`src/hw/rtl/sfp_pkg.sv`:
```
// ----------------------------------------------------------------------------
// sfp_pkg
// Shared constants and types of the sensor frame parser.
// ----------------------------------------------------------------------------
package sfp_pkg;

   localparam int FRAME_BYTES_DEF = 32;
   localparam int DATA_WORDS_DEF  = 12;

   localparam int RX_W    = 8;
   localparam int CSR_W   = 16;
   localparam int STAT_W  = 2;
   localparam int INDEX_W = 4;
   localparam int WORD_W  = 16;
   localparam int RSP_W   = 24;

   typedef logic [1:0] csr_addr_type;
   localparam csr_addr_type CSR_START_ONE = 2'd0;
   localparam csr_addr_type CSR_START_TWO = 2'd1;
   localparam csr_addr_type CSR_LENGTH    = 2'd2;

   localparam logic [7:0]  START_ONE_RST = 8'd66;
   localparam logic [7:0]  START_TWO_RST = 8'd77;
   localparam logic [15:0] LENGTH_RST    = 16'd28;

   typedef logic [STAT_W-1:0] status_type;
   localparam status_type ST_DATA    = 2'd0;
   localparam status_type ST_BAD_LEN = 2'd1;
   localparam status_type ST_BAD_SUM = 2'd2;

   typedef struct packed {
      logic start_one;
      logic start_two;
      logic body;
      logic load_err;
      logic load_word;
   } sfp_cmd_type;

   typedef struct packed {
      logic match_one;
      logic match_two;
      logic final_byte;
      logic frame_bad;
      logic out_free;
      logic emit_last;
   } sfp_stat_type;

endpackage

```
`src/hw/rtl/sensor_frame_parser.sv`:
```
// ----------------------------------------------------------------------------
// sensor_frame_parser
// Sum-checksum serial frame parser: syncs on two start bytes, checks length
// and checksum, emits the frame's data words or one error item.
// ----------------------------------------------------------------------------
//  channel  direction  content
//  req_     in         tdata[7:0] rx_byte
//  rsp_     out        tdata status, word_index, word_value; tlast = last
//  csr_     in         write enable, register index, 16-bit data
//
//  One byte is taken per cycle; the frame's last byte is held off only while
//  the output register is full and not draining.
//  A good frame then emits DATA_WORDS words from the word store, one per
//  cycle while the output register is free, with req_tready low.
//  Synchronous active-high reset; no clearing pass.
// ----------------------------------------------------------------------------
module sensor_frame_parser #(
   parameter int FRAME_BYTES = sfp_pkg::FRAME_BYTES_DEF,
   parameter int DATA_WORDS  = sfp_pkg::DATA_WORDS_DEF
) (
   input  logic                      clock,
   input  logic                      reset,
   input  logic                      req_tvalid,
   output logic                      req_tready,
   input  logic [sfp_pkg::RX_W-1:0]   req_tdata,   // [7:0] rx_byte
   output logic                      rsp_tvalid,
   input  logic                      rsp_tready,
   output logic [sfp_pkg::RSP_W-1:0]  rsp_tdata,   // [1:0] status, [5:2] word_index,
                                                   // [21:6] word_value
   output logic                      rsp_tlast,
   input  logic                      csr_wen,
   input  sfp_pkg::csr_addr_type      csr_addr,
   input  logic [sfp_pkg::CSR_W-1:0]  csr_wdata
);

   sfp_pkg::sfp_cmd_type  cmd;
   sfp_pkg::sfp_stat_type stat;

   sfp_ctrl u_ctrl (
      .clock      (clock),
      .reset      (reset),
      .req_tvalid (req_tvalid),
      .req_tready (req_tready),
      .stat       (stat),
      .cmd        (cmd)
   );

   sfp_dpath #(
      .FRAME_BYTES (FRAME_BYTES),
      .DATA_WORDS  (DATA_WORDS)
   ) u_dpath (
      .clock      (clock),
      .reset      (reset),
      .cmd        (cmd),
      .stat       (stat),
      .req_tdata  (req_tdata),
      .csr_wen    (csr_wen),
      .csr_addr   (csr_addr),
      .csr_wdata  (csr_wdata),
      .rsp_tvalid (rsp_tvalid),
      .rsp_tready (rsp_tready),
      .rsp_tdata  (rsp_tdata),
      .rsp_tlast  (rsp_tlast)
   );

endmodule

```
`src/hw/rtl/sfp_ctrl.sv`:
```
// ----------------------------------------------------------------------------
// sfp_ctrl
// Frame sync state machine: hunts start bytes, walks the body, drives the
// word emission sequence.
// ----------------------------------------------------------------------------
module sfp_ctrl (
   input  logic                 clock,
   input  logic                 reset,
   input  logic                 req_tvalid,
   output logic                 req_tready,
   input  sfp_pkg::sfp_stat_type stat,
   output sfp_pkg::sfp_cmd_type  cmd
);

   typedef enum logic [1:0] {
      S_HUNT_ONE,
      S_HUNT_TWO,
      S_BODY,
      S_EMIT
   } state_type;

   state_type state_ff;
   state_type state_in;
   logic      take;

   always_comb begin
      case (state_ff)
         S_BODY:  req_tready = !stat.final_byte || stat.out_free;
         S_EMIT:  req_tready = 1'b0;
         default: req_tready = 1'b1;
      endcase
   end

   assign take = req_tvalid && req_tready;

   always_comb begin
      cmd      = '0;
      state_in = state_ff;
      case (state_ff)
         S_HUNT_ONE: begin
            if (take && stat.match_one) begin
               cmd.start_one = 1'b1;
               state_in      = S_HUNT_TWO;
            end
         end
         S_HUNT_TWO: begin
            if (take) begin
               if (stat.match_two) begin
                  cmd.start_two = 1'b1;
                  state_in      = S_BODY;
               end else begin
                  state_in = S_HUNT_ONE;
               end
            end
         end
         S_BODY: begin
            if (take) begin
               cmd.body = 1'b1;
               if (stat.final_byte) begin
                  if (stat.frame_bad) begin
                     cmd.load_err = 1'b1;
                     state_in     = S_HUNT_ONE;
                  end else begin
                     state_in = S_EMIT;
                  end
               end
            end
         end
         S_EMIT: begin
            if (stat.out_free) begin
               cmd.load_word = 1'b1;
               if (stat.emit_last) begin
                  state_in = S_HUNT_ONE;
               end
            end
         end
         default: state_in = S_HUNT_ONE;
      endcase
   end

   always_ff @(posedge clock) begin
      if (reset) begin
         state_ff <= S_HUNT_ONE;
      end else begin
         state_ff <= state_in;
      end
   end

endmodule

```
`src/hw/rtl/sfp_dpath.sv`:
```
// ----------------------------------------------------------------------------
// sfp_dpath
// Byte counter, running sum, length and word capture, config registers and
// the result output register.
// ----------------------------------------------------------------------------
module sfp_dpath #(
   parameter int FRAME_BYTES = sfp_pkg::FRAME_BYTES_DEF,
   parameter int DATA_WORDS  = sfp_pkg::DATA_WORDS_DEF
) (
   input  logic                       clock,
   input  logic                       reset,
   input  sfp_pkg::sfp_cmd_type        cmd,
   output sfp_pkg::sfp_stat_type       stat,
   input  logic [sfp_pkg::RX_W-1:0]    req_tdata,
   input  logic                       csr_wen,
   input  sfp_pkg::csr_addr_type       csr_addr,
   input  logic [sfp_pkg::CSR_W-1:0]   csr_wdata,
   output logic                       rsp_tvalid,
   input  logic                       rsp_tready,
   output logic [sfp_pkg::RSP_W-1:0]   rsp_tdata,
   output logic                       rsp_tlast
);

   localparam int CNT_W  = $clog2(FRAME_BYTES);
   localparam int EXT_W  = CNT_W + 4;
   localparam int SIDX_W = (DATA_WORDS > 1) ? $clog2(DATA_WORDS) : 1;
   localparam int AVAIL  = (FRAME_BYTES - 6) / 2;
   localparam int KEXT_W = 6;

   localparam logic [CNT_W-1:0]  LEN_HI_POS = CNT_W'(2);
   localparam logic [CNT_W-1:0]  LEN_LO_POS = CNT_W'(3);
   localparam logic [CNT_W-1:0]  DATA_POS   = CNT_W'(4);
   localparam logic [CNT_W-1:0]  SUM_END    = CNT_W'(FRAME_BYTES - 2);
   localparam logic [CNT_W-1:0]  LAST_POS   = CNT_W'(FRAME_BYTES - 1);
   localparam logic [EXT_W-1:0]  WORDS_EXT  = EXT_W'(DATA_WORDS);
   localparam logic [3:0]        K_LAST     = 4'(DATA_WORDS - 1);
   localparam logic [KEXT_W-1:0] AVAIL_EXT  = KEXT_W'(AVAIL);

   logic [7:0]             start_one_ff, start_one_in;
   logic [7:0]             start_two_ff, start_two_in;
   logic [15:0]            exp_len_ff, exp_len_in;
   logic [CNT_W-1:0]       count_ff, count_in;
   logic [15:0]            sum_ff, sum_in;
   logic [15:0]            length_ff, length_in;
   logic [7:0]             high_ff, high_in;
   logic [3:0]             k_ff, k_in;
   logic                   valid_ff, valid_in;
   logic [sfp_pkg::RSP_W-1:0] data_ff, data_in;
   logic                   last_ff, last_in;
   logic [15:0]            store_ff [DATA_WORDS];

   logic [7:0]             rx;
   logic                   in_data;
   logic [EXT_W-1:0]       widx;
   logic                   store_we;
   logic [15:0]            recv;
   logic                   len_bad;
   logic [15:0]            word_out;
   sfp_pkg::status_type    err_code;

   assign rx       = req_tdata;
   assign in_data  = (count_ff >= DATA_POS) && (count_ff < SUM_END);
   assign widx     = (EXT_W'(count_ff) - EXT_W'(4)) >> 1;
   assign store_we = cmd.body && in_data && count_ff[0] && (widx < WORDS_EXT);
   assign recv     = {high_ff, rx};
   assign len_bad  = length_ff != exp_len_ff;
   assign err_code = len_bad ? sfp_pkg::ST_BAD_LEN : sfp_pkg::ST_BAD_SUM;
   assign word_out = ({2'b00, k_ff} < AVAIL_EXT) ? store_ff[k_ff[SIDX_W-1:0]] : 16'd0;

   assign stat.match_one  = rx == start_one_ff;
   assign stat.match_two  = rx == start_two_ff;
   assign stat.final_byte = count_ff == LAST_POS;
   assign stat.frame_bad  = len_bad || (sum_ff != recv);
   assign stat.out_free   = !valid_ff || rsp_tready;
   assign stat.emit_last  = k_ff == K_LAST;

   always_comb begin
      start_one_in = start_one_ff;
      start_two_in = start_two_ff;
      exp_len_in   = exp_len_ff;
      if (csr_wen) begin
         case (csr_addr)
            sfp_pkg::CSR_START_ONE: start_one_in = csr_wdata[7:0];
            sfp_pkg::CSR_START_TWO: start_two_in = csr_wdata[7:0];
            sfp_pkg::CSR_LENGTH:    exp_len_in   = csr_wdata;
            default:                ;
         endcase
      end
   end

   always_comb begin
      count_in  = count_ff;
      sum_in    = sum_ff;
      length_in = length_ff;
      high_in   = high_ff;
      if (cmd.start_one) begin
         sum_in   = {8'd0, rx};
         count_in = CNT_W'(1);
      end else if (cmd.start_two) begin
         sum_in   = sum_ff + {8'd0, rx};
         count_in = CNT_W'(2);
      end else if (cmd.body) begin
         count_in = count_ff + CNT_W'(1);
         if (count_ff < SUM_END) begin
            sum_in = sum_ff + {8'd0, rx};
         end
         if (count_ff == LEN_LO_POS) begin
            length_in = recv;
         end
         if (count_ff == LEN_HI_POS || count_ff == SUM_END || (in_data && !count_ff[0])) begin
            high_in = rx;
         end
      end
   end

   always_comb begin
      valid_in = valid_ff && !rsp_tready;
      data_in  = data_ff;
      last_in  = last_ff;
      k_in     = k_ff;
      if (cmd.load_err) begin
         valid_in = 1'b1;
         data_in  = {2'b00, 16'd0, 4'd0, err_code};
         last_in  = 1'b1;
      end else if (cmd.load_word) begin
         valid_in = 1'b1;
         data_in  = {2'b00, word_out, k_ff, sfp_pkg::ST_DATA};
         last_in  = stat.emit_last;
         k_in     = stat.emit_last ? 4'd0 : k_ff + 4'd1;
      end
   end

   always_ff @(posedge clock) begin
      if (reset) begin
         start_one_ff <= sfp_pkg::START_ONE_RST;
         start_two_ff <= sfp_pkg::START_TWO_RST;
         exp_len_ff   <= sfp_pkg::LENGTH_RST;
         count_ff     <= '0;
         sum_ff       <= '0;
         length_ff    <= '0;
         high_ff      <= '0;
         k_ff         <= '0;
         valid_ff     <= 1'b0;
      end else begin
         start_one_ff <= start_one_in;
         start_two_ff <= start_two_in;
         exp_len_ff   <= exp_len_in;
         count_ff     <= count_in;
         sum_ff       <= sum_in;
         length_ff    <= length_in;
         high_ff      <= high_in;
         k_ff         <= k_in;
         valid_ff     <= valid_in;
      end
   end

   always_ff @(posedge clock) begin
      data_ff <= data_in;
      last_ff <= last_in;
      if (store_we) begin
         store_ff[widx[SIDX_W-1:0]] <= recv;
      end
   end

   assign rsp_tvalid = valid_ff;
   assign rsp_tdata  = data_ff;
   assign rsp_tlast  = last_ff;

endmodule

```
`config.mk`:
```
export PLATFORM = sky130hd
export DESIGN_NAME = sensor_frame_parser
export DESIGN_NICKNAME = d
export VERILOG_FILES = /design/src/hw/rtl/sfp_pkg.sv /design/src/hw/rtl/sensor_frame_parser.sv /design/src/hw/rtl/sfp_ctrl.sv /design/src/hw/rtl/sfp_dpath.sv
export SDC_FILE = /design/constraint.sdc
export NUM_CORES = 1
export LEC_CHECK = 0
export BUFFER_PORTS_ARGS = -buffer_cell sky130_fd_sc_hd__buf_2
export CAP_MARGIN = 10
export CORE_MARGIN = 10
export CORE_UTILIZATION = 50
export CTS_CLUSTER_DIAMETER = 200
export DETAILED_ROUTE_END_ITERATION = 8
export GPL_ROUTABILITY_DRIVEN = 0
export PLACE_DENSITY = 0.73
export SYNTH_ARGS = -nofsm -noshare
export SYNTH_HDL_FRONTEND = slang
export SYNTH_SLANG_ARGS = --single-unit
```
`constraint.sdc`:
```
create_clock -name clock -period 2.85 [get_ports clock]
set_input_delay 0.285 -clock clock [delete_from_list [all_inputs] [get_ports clock]]
set_output_delay 0.285 -clock clock [all_outputs]
set_load 0.01 [all_outputs]
```
### Yosys cells after proc, flatten, opt, wreduce, memory -nomap -nowiden

Memory sizes are Yosys's and may differ from the RTL's. A register that Yosys moved wholly into a read port is not among the register bits.
Cells that the tools add are included.

| operators by class | value |
|---|---|
| add/sub/neg operators | 4 |
| order comparisons | 4 |
| eq/ne operators | 20 |
| mux-type cells | 39 |
| bitwise gates (word level) | 3 |
| reduce and logical (&&, ||, !) cells | 35 |

Operator list:

| cell | number |
|---|---|
| 16-bit 2-to-1 mux | 4 |
| 16-bit inequality test | 2 |
| 2-bit 2-to-1 mux | 15 |
| 16-bit by 8-bit adder with 16-bit output | 1 |
| 8-bit equality test | 2 |
| 1-bit 2-to-1 mux | 14 |
| 4-bit 2-to-1 mux | 3 |
| 2-bit by 1-bit inequality test with 1-bit output (second input constant) | 6 |
| 2-bit AND reduction | 6 |
| 5-bit by 2-bit equality test with 1-bit output (second input constant) | 2 |
| 5-bit equality test (second input constant) | 2 |
| 1-bit logical AND | 8 |
| 8-bit by 4-bit less-than comparator with 1-bit output (second input constant) | 1 |
| 8-bit 2-to-1 mux | 1 |
| 2-bit one-hot mux with 4 select lines | 1 |
| 4-bit AND reduction | 2 |
| 2-bit equality test (second input constant) | 3 |
| 6-bit AND reduction | 1 |
| 2-bit nonzero test | 3 |
| 3-bit nonzero test | 2 |
| 5-bit by 3-bit subtractor with 6-bit output (second input constant) | 1 |
| 5-bit by 1-bit adder with 5-bit output (second input constant) | 1 |
| 5-bit by 3-bit >= comparator with 1-bit output (second input constant) | 1 |
| 1-bit logical OR | 5 |
| other kinds (11) | 18 |

| storage, ports and cells | value |
|---|---|
| flip-flop bits (word level) | 107 |
| bits in writable memories | 192 |
| input bits | 31 |
| memories | 1 |

Memory list:

| memory | words | width | read ports | clocked after memory_dff | write ports | RTL line | source |
|---|---|---|---|---|---|---|---|
| u_dpath.store_ff | 12 | 16 | 1 | 1 | 1 | sfp_dpath.sv:50 | `logic [15:0] store_ff [DATA_WORDS];` |

### Depth between registers and ports, before layout

| logic depth | value |
|---|---|
| depth in word-level cells | 12 |
| mapped depth | 10 |

### Hierarchy

A second synthesis with hierarchy kept.

| unflattened totals | value |
|---|---|
| cell total of the unflattened synthesis | 901 |
| area total of the unflattened synthesis | 12537.0 sq um |

Modules (own cells, without submodules):

| module | instances | cells each | area each (sq um) | sequential area each (sq um) |
|---|---|---|---|---|
| sfp_dpath | 1 | 870 | 12300.5 | 7967.6 |
| sfp_ctrl | 1 | 31 | 236.5 | 40.0 |

### Worst setup path after synthesis

OpenSTA, ideal clock, no wires.

| timing | value |
|---|---|
| path type | register to register |
| from | reg u_dpath.count_ff[1] |
| to | mem u_dpath.store_ff[4][0], enable pin |
| setup time | 0.388 ns |
| arrival | 2.398 ns |
| required time | 2.462 ns |
| slack | 0.063 ns |
| stages on the path, launching flop included | 10 |
| period minus slack after synthesis | 2.787 ns |
| cells stage by stage | dfxtp_1 > ha_1 > and2_1 > ha_1 > nand3b_1 > and3_1 > buf_2 > and3_1 > nand3_1 > nor2_1 |

| between the ends | value |
|---|---|
| cells in the longest elaborated chain, start to end | 12 |
| elaborated cells on any way between the ends | 17 |
| classes of those cells | add/sub: 1; order compare: 3; eq/ne: 1; mux: 5; reduce/logical: 7 |

Ends and longest elaborated chain:

| item | RTL line | source |
|---|---|---|
| start: declaration | sfp_dpath.sv:42 | `logic [CNT_W-1:0] count_ff, count_in;` |
| start signal: assignment | sfp_dpath.sv:148 | `count_ff <= count_in;` |
| branches (longest 12 deep; another with 8-bit by 4-bit less-than comparator with 1-bit output) | n/a |  |
| end: declaration | sfp_dpath.sv:50 |  |

Parallel ways; which one is timed is not known.

### Worst setup path after layout

| timing | value |
|---|---|
| from | reg u_dpath.count_ff[2] |
| to | reg u_dpath.sum_ff[14] |

| between the ends | value |
|---|---|
| cells in the longest elaborated chain, start to end | 9 |
| elaborated cells on any way between the ends | 18 |
| classes of those cells | order compare: 1; eq/ne: 1; mux: 8; reduce/logical: 8 |

Ends and longest elaborated chain:

| item | RTL line | source |
|---|---|---|
| 5-bit equality test | sfp_dpath.sv:72 | `assign stat.final_byte = count_ff == LAST_POS;` |
| 1-bit zero test | sfp_ctrl.sv:28 | `S_BODY: req_tready = !stat.final_byte \|\| stat.out_free;` |
| 1-bit logical OR | sfp_ctrl.sv:28 |  |
| 1-bit one-hot mux with 2 select lines | sfp_ctrl.sv:27 | `case (state_ff)` |
| 1-bit logical AND | sfp_ctrl.sv:34 | `assign take = req_tvalid && req_tready;` |
| 1-bit 2-to-1 mux (tied with other cells) | sfp_ctrl.sv:47 | `if (take) begin` |
| 1-bit 2-to-1 mux (tied with other cells) | sfp_ctrl.sv:39 | `case (state_ff)` |
| 2-bit nonzero test (no source line) / 1-bit 2-to-1 mux (equally long branches) | n/a |  |
| 2-bit AND reduction (no source line) / 2-bit OR reduction (equally long branches) | n/a |  |
| end signal: assignment | sfp_dpath.sv:149 | `sum_ff <= sum_in;` |
| end: declaration | sfp_dpath.sv:43 | `logic [15:0] sum_ff, sum_in;` |

Parallel ways exist; a longest one is shown, timed or not.
A chain may end at the register's enable or synchronous reset.

==> results.json <==
{
  "outcome": "finished clean",
  "clock_skew_ns": 0.0123,
  "cts_buffers": 29,
  "dpl_cell_area_um2": 13400,
  "clock_latency_ns": 0.56,
  "yosys_warnings": 0,
  "hold_path.class": "primary input to flip-flop",
  "vias": 7740,
  "synth.distinct_cells": 56,
  "cts_resized": 0,
  "yosys.area.top_type": "edfxtp_1",
  "synth_ff_type": "edfxtp_1",
  "critical-path-top-delay-family": "simple AND/OR/NAND/NOR gates",
  "required_ns": 3.34,
  "multi_input_area_um2": 4270,
  "grt_pass1_wl_mm": 44.5,
  "pre_cts_slack_ns": 0.236,
  "p_per_area_nw_per_um2": 618,
  "antenna_found_initial": 1,
  "routed_wl_mm": 28.6,
  "track_usage_pct": 18.0,
  "viasPerCell": 5.73,
  "crit_type": "flip-flop to flip-flop",
  "synth-seq-cells": 303,
  "cp-start-kind": "flip-flop",
  "timing.fmax_mhz": 391,
  "finalCriticalPeriod_ns": 2.56,
  "critPathBufInv": 0,
  "cp.arrival_ns": 3.05,
  "start_util_pct": 51.2,
  "finalNetCount": 1053,
  "numPortBuffers": 55,
  "cp_max_fo": 25,
  "synth_enable_flop_cells": 194,
  "cts.path.max_buffers": 3,
  "yosys.area.top_type_share_pct": 46.5,
  "leakage_uw": 0.00552,
  "drt-initial-drc-count": 701,
  "die_width_um": 178,
  "tightest_slew_ns": 1.01,
  "grt_start_max_net_pins": 37,
  "synth_cells": 899,
  "drtAntennaViolNets": 0,
  "rsz0062_at_grt": "false",
  "drive_above_1_share_pct": 20.6,
  "finalHoldViolations": 0,
  "wl_per_cell_um": 21.2,
  "path_depth": 8,
  "reg2reg_depth": 8,
  "clk_pin_slew_worst_paths_ns": 0.06,
  "cpPeakStageDelay_ns": 0.54,
  "critPathSlowestCell": "or4_1",
  "worstHoldPathCells": 2,
  "cts.htree.levels": 1,
  "cts_tree": "built",
  "die-height_um": 178,
  "grt_pass1_vias": 7833,
  "slew_headroom_pct": 32.9,
  "maxCapViolations": 0,
  "synthesis.area_um2": 12500,
  "end_kind": "flip-flop",
  "final_cell_area_um2": 14600,
  "dp_hpwl_mm": 18.6,
  "setup_tns_ns": 0,
  "path_cells": "ha_1 > and2_1 > ha_1 > nand4b_1 > nand4_1 > o31a_4 > or4_1 > a21oi_1",
  "io_pins": 58,
  "synthArstFlopShare_pct": 0,
  "row_count": 57,
  "die_area_um2": 31800,
  "yosysSeqAreaShare_pct": 63.9,
  "regArea_um2": 8010,
  "setup_slack_ns": 0.291,
  "area_growth_pct": 16.4,
  "nFillCells": 1864,
  "finalMaxSlewViolations": 0,
  "post_cts_buffers": 0,
  "drc_errors": 0,
  "cts_hold_buf": 13,
  "min_period_over_period_pct": 89.8,
  "numClockSinks": 303,
  "overflow": 0,
  "path_common_cell": "ha_1",
  "core-area_um2": 24500,
  "post_synth.cell_area_avg_um2": 13.9,
  "dr.pass1.iters": 7,
  "cts_root_buffer": "clkbuf_16",
  "peakVddDrop_mv": 0.463,
  "finalSetupViolCount": 0,
  "synthTopCellsByArea": "edfxtp_1 46%, dfxtp_1 17%, mux4_2 8.6%"
}
[final timing paths]
path	slack, ns	from	to
worst min-delay path	0.01	csr_wdata[1]	u_dpath.start_one_ff[1]$_SDFFE_PP1P_
worst max-delay path	0.29	u_dpath.count_ff[2]$_SDFFE_PP0N_	u_dpath.sum_ff[14]$_SDFFE_PP0P_
worst min register to register	0.46	u_dpath.rsp_tdata[2]$_SDFFE_PP0P_	u_dpath.rsp_tdata[2]$_SDFFE_PP0P_
worst max register to register	0.29	u_dpath.count_ff[2]$_SDFFE_PP0N_	u_dpath.sum_ff[14]$_SDFFE_PP0P_
[power breakdown]
group / switching, uW / leakage [uW] / total, uW / internal [uW]
Combinational: 136 / 0.00213 / 222 / 86.1
Clock: 1660 / 0.000503 / 4120 / 2460
Sequential: 12.6 / 0.00289 / 4660 / 4650
Total: 1810 / 0.00552 / 9010 / 7200
[cells in the mapped netlist (10+ instances only)]
cell / instances
xor2_1: 14
nand3_1: 10
inv_1: 17
dfxtp_1: 109
mux4_2: 48
o22ai_1: 19
edfxtp_1: 194
a21oi_1: 51
mux2i_1: 61
nand2_1: 69
clkbuf_1: 25
buf_1: 10
xnor2_1: 32
ha_1: 18
nor2_1: 82
nand4_1: 13
[cells by family after synthesis]
family	Yosys count	share of synthesized area [%]
buf+inv	62	2.05
flops	303	63.9
compound gates	121	6.21
simple gates	237	9.05
xor+xnor	46	3.22
mux	110	13.6
fa+ha+maj	19	1.96
other cells	1	0.0299
[placed cells by master, fill, tap and decap left out, drive strengths merged, types with 32 or more instances in the layout]
cell type,instances
nor2,82
dfxtp,109
buf,104
mux4,48
xnor2,32
edfxtp,194
nand2,69
mux2i,61
a21oi,51
clkbuf,35
[sequential cells by signal, summed over array words and instances, names as in the netlist, 8 cells and up, named ones only]
signal,flops
u_dpath.exp_len_ff,16
u_dpath.high_ff,8
u_dpath.length_ff,16
u_dpath.rsp_tdata,22
u_dpath.start_one_ff,8
u_dpath.start_two_ff,8
u_dpath.store_ff,192
u_dpath.sum_ff,16
[routing by layer]
| layer | wire (um) | up-vias | global-route usage (%) |
|---|---|---|---|
| li1 | - | 3598 | - |
| met1 | 12600 | 3857 | 24.4 |
| met2 | 13700 | 239 | 29.5 |
| met3 | 1580 | 46 | 2.77 |
| met4 | 743 | 0 | 5.27 |
| met5 | 0 | - | 0 |
[layout make-up]
| class | instances | area share (%) |
|---|---|---|
| diodes | 1 | 0.0172 |
| clock buffers | 35 | 5.48 |
| clock inverters | 19 | 1.66 |
| multi-input cells | 535 | 29.3 |
| repair buffers | 117 | 5.39 |
| inverters | 17 | 0.437 |
| well taps | 324 | 2.78 |
| flip-flops and latches | 303 | 54.9 |
[worst reg2reg max path: cells and delay by family (launching register included)]
family | cells | cell delay [ns]
flip-flops | 1 | 0.41
AO/OA/AOI/OAI | 2 | 0.63
adder cells (fa/ha/maj) | 2 | 0.49
AND/OR/NAND/NOR | 4 | 0.96
[per-stage QoR]
step	instances	util (%)	hold slack [ns]	power (uW)
after floorplan	900	-	0.384	4860
after global placement	1283	54.8	0.448	4960
after detailed placement	1283	54.8	0.456	4970
after CTS	1350	59.6	0.00644	9070
after global routing	1350	59.6	0.0201	9260
final	1351	59.6	0.0115	9010
(Power assumes the default switching activity.)
